## src/sv/lqm_pkg.sv

```systemverilog
// shared constants, status codes and command types for the linked queue manager
package lqm_pkg;

  localparam int NUM_ELEMENTS = 32;
  localparam int NUM_QUEUES   = 4;

  localparam int ELEM_W  = $clog2(NUM_ELEMENTS);
  localparam int QUEUE_W = $clog2(NUM_QUEUES);
  localparam int CNT_W   = $clog2(NUM_ELEMENTS + 1);

  // operation codes
  localparam logic ACT_APPEND = 1'b0;
  localparam logic ACT_REMOVE = 1'b1;

  // result status codes
  typedef enum logic [1:0] {
    ST_OK     = 2'd0,
    ST_QUEUED = 2'd1,
    ST_EMPTY  = 2'd2,
    ST_NOT_IN = 2'd3
  } status_t;

  // controller to datapath commands
  typedef struct packed {
    logic issue;
    logic finish;
  } lqm_cmd_t;

endpackage

```

## src/sv/lqm_ctrl.sv

```systemverilog
// controller state machine: sequences the issue and finish steps of an operation and the result strobe
module lqm_ctrl (
  input  logic              clk,
  input  logic              rst,
  input  logic              start,
  output logic              busy,
  output logic              result_valid,
  output lqm_pkg::lqm_cmd_t cmd
);

  typedef enum logic {
    S_IDLE,
    S_FINISH
  } state_t;

  state_t state;
  state_t state_next;

  // next state
  always_comb begin
    state_next = state;
    unique case (state)
      S_IDLE:   if (start) state_next = S_FINISH;
      S_FINISH: state_next = S_IDLE;
      default:  state_next = S_IDLE;
    endcase
  end

  // state and registered result strobe
  always_ff @(posedge clk) begin
    if (rst) begin
      state        <= S_IDLE;
      result_valid <= 1'b0;
    end else begin
      state        <= state_next;
      result_valid <= (state == S_FINISH);
    end
  end

  // commands to the datapath
  always_comb begin
    cmd.issue  = start && (state == S_IDLE);
    cmd.finish = (state == S_FINISH);
  end

  assign busy = (state == S_FINISH);

endmodule

```

## src/sv/lqm_dp.sv

```systemverilog
// datapath: link memories, owner tags, queue counts, head pointers and result registers
module lqm_dp (
  input  logic                       clk,
  input  logic                       rst,
  input  lqm_pkg::lqm_cmd_t          cmd,
  input  logic                       action,
  input  logic [lqm_pkg::QUEUE_W-1:0] queue_id,
  input  logic [lqm_pkg::ELEM_W-1:0] element,
  output logic [1:0]                 status,
  output logic [lqm_pkg::CNT_W-1:0]  queue_length,
  output logic [lqm_pkg::ELEM_W-1:0] head_element,
  output logic                       head_present
);

  // per-element and per-queue bookkeeping
  logic [lqm_pkg::NUM_ELEMENTS-1:0] linked_flag;
  logic [lqm_pkg::QUEUE_W-1:0]      owner_queue  [lqm_pkg::NUM_ELEMENTS];
  logic [lqm_pkg::ELEM_W-1:0]       head_pointer [lqm_pkg::NUM_QUEUES];
  logic [lqm_pkg::CNT_W-1:0]        queue_count  [lqm_pkg::NUM_QUEUES];

  // ring link memories
  logic [lqm_pkg::ELEM_W-1:0] next_mem [lqm_pkg::NUM_ELEMENTS];
  logic [lqm_pkg::ELEM_W-1:0] prev_mem [lqm_pkg::NUM_ELEMENTS];
  logic [lqm_pkg::ELEM_W-1:0] next_rd;
  logic [lqm_pkg::ELEM_W-1:0] prev_rd;

  // operation held over the finish cycle
  logic                        act_r;
  logic [lqm_pkg::QUEUE_W-1:0] q_r;
  logic [lqm_pkg::ELEM_W-1:0]  e_r;
  lqm_pkg::status_t            st_r;
  logic                        nonempty_r;
  logic                        multi_r;

  // current state seen by the incoming beat
  logic [lqm_pkg::CNT_W-1:0]   cnt_cur;
  logic [lqm_pkg::ELEM_W-1:0]  head_cur;
  lqm_pkg::status_t            st_issue;
  logic                        ok_issue;

  // memory port controls
  logic                        next_we;
  logic [lqm_pkg::ELEM_W-1:0]  next_wa;
  logic [lqm_pkg::ELEM_W-1:0]  next_wd;
  logic                        prev_we;
  logic [lqm_pkg::ELEM_W-1:0]  prev_wa;
  logic [lqm_pkg::ELEM_W-1:0]  prev_wd;
  logic [lqm_pkg::ELEM_W-1:0]  prev_ra;

  // result values
  logic [lqm_pkg::CNT_W-1:0]   cnt_fin;
  logic [lqm_pkg::ELEM_W-1:0]  head_fin;
  logic                        head_moves;

  assign cnt_cur  = queue_count[queue_id];
  assign head_cur = head_pointer[queue_id];

  // status decision for the incoming beat
  always_comb begin
    if (action == lqm_pkg::ACT_APPEND) begin
      st_issue = linked_flag[element] ? lqm_pkg::ST_QUEUED : lqm_pkg::ST_OK;
    end else if (cnt_cur == '0) begin
      st_issue = lqm_pkg::ST_EMPTY;
    end else if (!linked_flag[element] || (owner_queue[element] != queue_id)) begin
      st_issue = lqm_pkg::ST_NOT_IN;
    end else begin
      st_issue = lqm_pkg::ST_OK;
    end
  end

  assign ok_issue = cmd.issue && (st_issue == lqm_pkg::ST_OK);

  // memory write selection: first half of an append at issue, relinking at finish
  always_comb begin
    next_we = 1'b0;
    next_wa = '0;
    next_wd = '0;
    prev_we = 1'b0;
    prev_wa = '0;
    prev_wd = '0;
    if (ok_issue && (action == lqm_pkg::ACT_APPEND)) begin
      next_we = 1'b1;
      next_wa = element;
      next_wd = (cnt_cur == '0) ? element : head_cur;
      prev_we = 1'b1;
      prev_wa = (cnt_cur == '0) ? element : head_cur;
      prev_wd = element;
    end else if (cmd.finish && (st_r == lqm_pkg::ST_OK)) begin
      if ((act_r == lqm_pkg::ACT_APPEND) && nonempty_r) begin
        next_we = 1'b1;
        next_wa = prev_rd;
        next_wd = e_r;
        prev_we = 1'b1;
        prev_wa = e_r;
        prev_wd = prev_rd;
      end else if ((act_r == lqm_pkg::ACT_REMOVE) && multi_r) begin
        next_we = 1'b1;
        next_wa = prev_rd;
        next_wd = next_rd;
        prev_we = 1'b1;
        prev_wa = next_rd;
        prev_wd = prev_rd;
      end
    end
  end

  // an append reads the old tail through the head, a remove reads its own links
  assign prev_ra = (action == lqm_pkg::ACT_APPEND) ? head_cur : element;

  // link memories, read-first with registered read data
  always_ff @(posedge clk) begin
    if (next_we) next_mem[next_wa] <= next_wd;
    if (prev_we) prev_mem[prev_wa] <= prev_wd;
    if (cmd.issue) begin
      next_rd <= next_mem[element];
      prev_rd <= prev_mem[prev_ra];
    end
  end

  // flags and counts, cleared at reset
  always_ff @(posedge clk) begin
    if (rst) begin
      linked_flag <= '0;
      for (int i = 0; i < lqm_pkg::NUM_QUEUES; i++) begin
        queue_count[i] <= '0;
      end
    end else if (ok_issue) begin
      if (action == lqm_pkg::ACT_APPEND) begin
        linked_flag[element] <= 1'b1;
        queue_count[queue_id] <= cnt_cur + lqm_pkg::CNT_W'(1);
      end else begin
        linked_flag[element] <= 1'b0;
        queue_count[queue_id] <= cnt_cur - lqm_pkg::CNT_W'(1);
      end
    end
  end

  // head moves to the successor when the head itself is removed
  assign head_moves = (st_r == lqm_pkg::ST_OK) && (act_r == lqm_pkg::ACT_REMOVE) &&
                      multi_r && (head_pointer[q_r] == e_r);
  assign head_fin   = head_moves ? next_rd : head_pointer[q_r];
  assign cnt_fin    = queue_count[q_r];

  // owner tags, head pointers and the held operation
  always_ff @(posedge clk) begin
    if (cmd.issue) begin
      act_r      <= action;
      q_r        <= queue_id;
      e_r        <= element;
      st_r       <= st_issue;
      nonempty_r <= (cnt_cur != '0);
      multi_r    <= (cnt_cur > lqm_pkg::CNT_W'(1));
    end
    if (ok_issue && (action == lqm_pkg::ACT_APPEND)) begin
      owner_queue[element] <= queue_id;
      if (cnt_cur == '0) head_pointer[queue_id] <= element;
    end
    if (cmd.finish && head_moves) begin
      head_pointer[q_r] <= next_rd;
    end
  end

  // result registers
  always_ff @(posedge clk) begin
    if (cmd.finish) begin
      status       <= st_r;
      queue_length <= cnt_fin;
      head_present <= (cnt_fin != '0);
      head_element <= (cnt_fin != '0) ? head_fin : '0;
    end
  end

endmodule

```

## src/sv/linked_queue_manager_top.sv

```systemverilog
// top level of the linked queue manager: controller plus datapath
// an operation is taken on start while busy is low; busy is then high for one cycle
// no new operation is taken while busy is high, as the link memory read is followed by the relink write
// result_valid pulses for one cycle, registered from the finish state; the receiver cannot stall
// synchronous active-high rst clears the state machine, membership flags and queue counts
// link memories, owner tags and head pointers need no clearing and come out of reset unwritten
module linked_queue_manager_top (
  input  logic                       clk,
  input  logic                       rst,
  input  logic                       start,
  output logic                       busy,
  input  logic                       action,
  input  logic [lqm_pkg::QUEUE_W-1:0] queue_id,
  input  logic [lqm_pkg::ELEM_W-1:0] element,
  output logic                       result_valid,
  output logic [1:0]                 status,
  output logic [lqm_pkg::CNT_W-1:0]  queue_length,
  output logic [lqm_pkg::ELEM_W-1:0] head_element,
  output logic                       head_present
);

  lqm_pkg::lqm_cmd_t cmd;

  // sequencing
  lqm_ctrl u_ctrl (
    .clk          (clk),
    .rst          (rst),
    .start        (start),
    .busy         (busy),
    .result_valid (result_valid),
    .cmd          (cmd)
  );

  // storage and result formation
  lqm_dp u_dp (
    .clk          (clk),
    .rst          (rst),
    .cmd          (cmd),
    .action       (action),
    .queue_id     (queue_id),
    .element      (element),
    .status       (status),
    .queue_length (queue_length),
    .head_element (head_element),
    .head_present (head_present)
  );

endmodule

```

## config.mk

```make
export PLATFORM = sky130hd
export DESIGN_NAME = linked_queue_manager_top
export DESIGN_NICKNAME = d
export VERILOG_FILES = /design/src/sv/lqm_pkg.sv /design/src/sv/lqm_ctrl.sv /design/src/sv/lqm_dp.sv /design/src/sv/linked_queue_manager_top.sv
export SDC_FILE = /design/constraint.sdc
export NUM_CORES = 1
export LEC_CHECK = 0
export ABC_AREA = 1
export BUFFER_PORTS_ARGS = -buffer_cell sky130_fd_sc_hd__clkbuf_2
export CAP_MARGIN = 20
export CORE_MARGIN = 3
export CORE_UTILIZATION = 38
export CTS_CLUSTER_DIAMETER = 40
export DETAILED_ROUTE_END_ITERATION = 12
export PLACE_DENSITY = 0.53
export RECOVER_POWER = 25
export SKIP_LAST_GASP = 1
export SLEW_MARGIN = 25
export SYNTH_ARGS = -nofsm -noshare
export SYNTH_HDL_FRONTEND = slang
export SYNTH_SLANG_ARGS = --single-unit
```

## constraint.sdc

```tcl
create_clock -name clk -period 12.1 [get_ports clk]
set_clock_uncertainty 0.2 [all_clocks]
set_input_delay 2.42 -clock clk [delete_from_list [all_inputs] [get_ports clk]]
set_output_delay 2.42 -clock clk [all_outputs]
set_load 0.02 [all_outputs]
```

==> results.md <==
- Outcome: finished with violations
- Root Buffer: clkbuf_16
- Post-synth EDFFs: 464
- Pwr Density: 179.4 nW/um^2
- Full die area: 58820 um^2
- CTS tree: yes
- Die width: 242.5 um
- Worst Max-Slew Pin Slew: 2282 ps
- CTS Buf Count: 75
- Startpoint Class: input pin
- # resized after CTS: 0
- DRT Pass-1 Iters: 5
- Fmax: 114.5 MHz
- Setup TNS: 0 ps
- Finished Layout Cells: 2742
- Wirelength, routed: 55600 um
- Max-cap violations: 6
- CTS Buffer Depth: 3
- Cell taking the most area after synthesis: edfxtp_1
- Mean Syn Cell Area: 11.20 um^2
- Hold Vio Cnt, Final: 0
- Seq/Total Area, Yosys: 68.93%
- DR WL/cell: 20.28 um
- GRT Residual Overflow: 0
- Synth Flop Type: edfxtp_1
- Via count: 14700
- Initial core utilization: 38.51%
- Final Wtd Congestion: 0.8362
- Design area: 24660 um^2
- Synth cell types: 46
- Synthesized cell area: 21260 um^2
- CTS Sinks: 500
- Worst Hold Path Cells: 0
- Setup CP Type: input pin to flop
- Initial antenna violation count: 0
- Port Buffers: 26
- Top-area cell type share of the netlist area: 65.54%
- Layout cells sized above 1: 9.378%
- Die height: 242.5 um
- Postcts setup bufs: 0
- Layout area overhead: 15.97%
- Vias in the first global route: 14550
- Site Rows: 86
- Post-Syn Instances: 1899
- Vias/cell: 5.360
- VDD IR max: 0.1035 mV
- H-tree levels: 3
- Core ar.: 55200 um^2
- 1st-iter DRT viols: 1439
- Slew margin rel.: -52.14%
- Placed Cells: 2602
- Clk_lat worst skew: 610 ps
- Layout Nets: 1947
- Hold_buf cts: 0
- Count leader, synth: edfxtp_1
- Detail Route Antenna Nets: 0
- Residual DRC count: 0
- Post-detail-place hpwl: 34470 um
- Failing checks: max-capacitance violations, max-slew violations
- Yosys reg bits: 500
- First-pass GRT wire length: 85240 um
- Top post-synthesis cells by count: 464 x edfxtp_1, 420 x nand2_1, 273 x nor2_1
- Fin crit period: 8731 ps
- Synth Net Count: 1913
- Crit end category: flop
- Final Setup Violations: 0
- Ant. Diodes: 0
- WP data arrival: 8760 ps
- Boundary pin count: 27
- Pre-CTS setup slack: 4593 ps
- Clock transition at path regs: 60 ps
- Post-DP Area: 22090 um^2
- Largest net degree at the start of global routing: 81
- Reg2reg path depth: 12
- Max-slew violations: 226
- Worst hold-check path type: flop to flop
- Synth area leaders: edfxtp_1 66%, nand2_1 7.4%, nor2_1 4.8%, dfxtp_1 3.4%, a22oi_1 2.8%
- Final WS setup: 3369 ps
- Crit-path max FO: 44
- Leak: 8.536 nW
- Yosys synthesis warning count: 0
- Worst hold slack: 248.1 ps
- Unrepaired setup endpoints after global routing: no
- FFs w/ async S/R, synth: 0%
- Critical Path RT: 12130 ps
- Period utilization: 72.16%
- Total GRT Usage: 18.71%
## layout make-up
class / count / area (um^2)
Timing Repair Buffer: 54 / 319.1
Fill cell: 5065 / 30540
Tap cell: 748 / 935.9
Sequential cell: 500 / 14650
Inverter: 97 / 364.1
Multi-Input combinational cell: 1205 / 5782
Clock buffer: 83 / 1971
Clock inverter: 55 / 630.6
## logic make-up after synthesis
group	after synthesis	synth area share, %
fa+ha+maj	3	0.1766
buf+inv	194	3.931
xor+xnor	8	0.3296
flops	500	68.93
compound gates	389	11.39
simple gates	805	15.24
## layout by cell type, fill, tap and decap left out, types with 7 or more instances in the layout
cell / Yosys / layout
a22oi_1: 80 / 80
o22ai_1: 16 / 15
buf_4: 7 / 17
nand3_1: 55 / 55
inv_6: 0 / 16
clkbuf_1: 62 / 36
clkinv_1: 5 / 10
o21ai_0: 120 / 119
inv_1: 81 / 82
nand2_1: 420 / 421
edfxtp_1: 464 / 464
bufinv_16: 0 / 9
o221ai_1: 26 / 26
inv_2: 11 / 10
clkbuf_16: 0 / 78
dfxtp_1: 36 / 36
a21oi_1: 101 / 101
clkinv_4: 0 / 7
nor3_1: 23 / 23
clkinvlp_4: 0 / 11
nor4_1: 10 / 10
nor2_1: 273 / 274
## worst max-delay path, stage by stage
cell and delay, ps:
clkbuf_2 70, clkbuf_1 1620, inv_1 800, nor2_4 720, buf_16 250, nand2_1 70
nand4_1 90, nand2_1 60, nand2_1 90, nor2_1 60, nand2_2 80, nand2_1 140
nand4_2 330, inv_2 280, nand2_1 150, nand2_1 70, buf_4 260, a21oi_1 270
nand2_1 370, nor2_1 540
## routing by layer
layer / wire, um / GRT usage (%) / vias up
li1: - / - / 6863
met1: 24440 / 25.31 / 7201
met2: 26270 / 30.55 / 536
met3: 3553 / 3.099 / 96
met4: 1331 / 6.772 / 0
met5: 0 / 0 / -
## sequential cells by signal, summed over array words and instances (netlist names), named ones only
register	flops
u_ctrl.busy	1
u_ctrl.result_valid	1
u_dp.act_r	1
u_dp.e_r	5
u_dp.head_element	5
u_dp.head_pointer	20
u_dp.head_present	1
u_dp.multi_r	1
u_dp.next_mem	160
u_dp.next_rd	5
u_dp.nonempty_r	1
u_dp.owner_queue	64
u_dp.prev_mem	160
u_dp.prev_rd	5
u_dp.q_r	2
u_dp.queue_count	24
u_dp.queue_length	6
u_dp.st_r	2
u_dp.status	2
## final timing paths
path,startpoint,to,slack (ps)
setup / recovery,element[0],u_dp.next_mem[16][0],3370
hold / removal,u_dp.st_r[1],u_dp.status[1],250
setup reg to reg,flop,u_dp.head_pointer[3][3],6930
hold reg to reg,u_dp.st_r[1],u_dp.status[1],250
## stage by stage
stage	utilization [%]	total power, W
final	44.67	0.004423
after global routing	44.67	0.004570
after CTS	44.74	0.004457
after detailed placement	40.03	0.002248
after global placement	39.98	0.002245
after floorplan	-	0.002142
## power breakdown
group	switching, W	total [W]	internal (W)	leakage, nW
registers	0.0000102	0.00193	0.00192	4.56
logic	0.000216	0.000284	0.0000683	2.73
clock network	0.000821	0.00221	0.00139	1.24
total	0.00105	0.00442	0.00338	8.54
(Power assumes the default switching activity.)
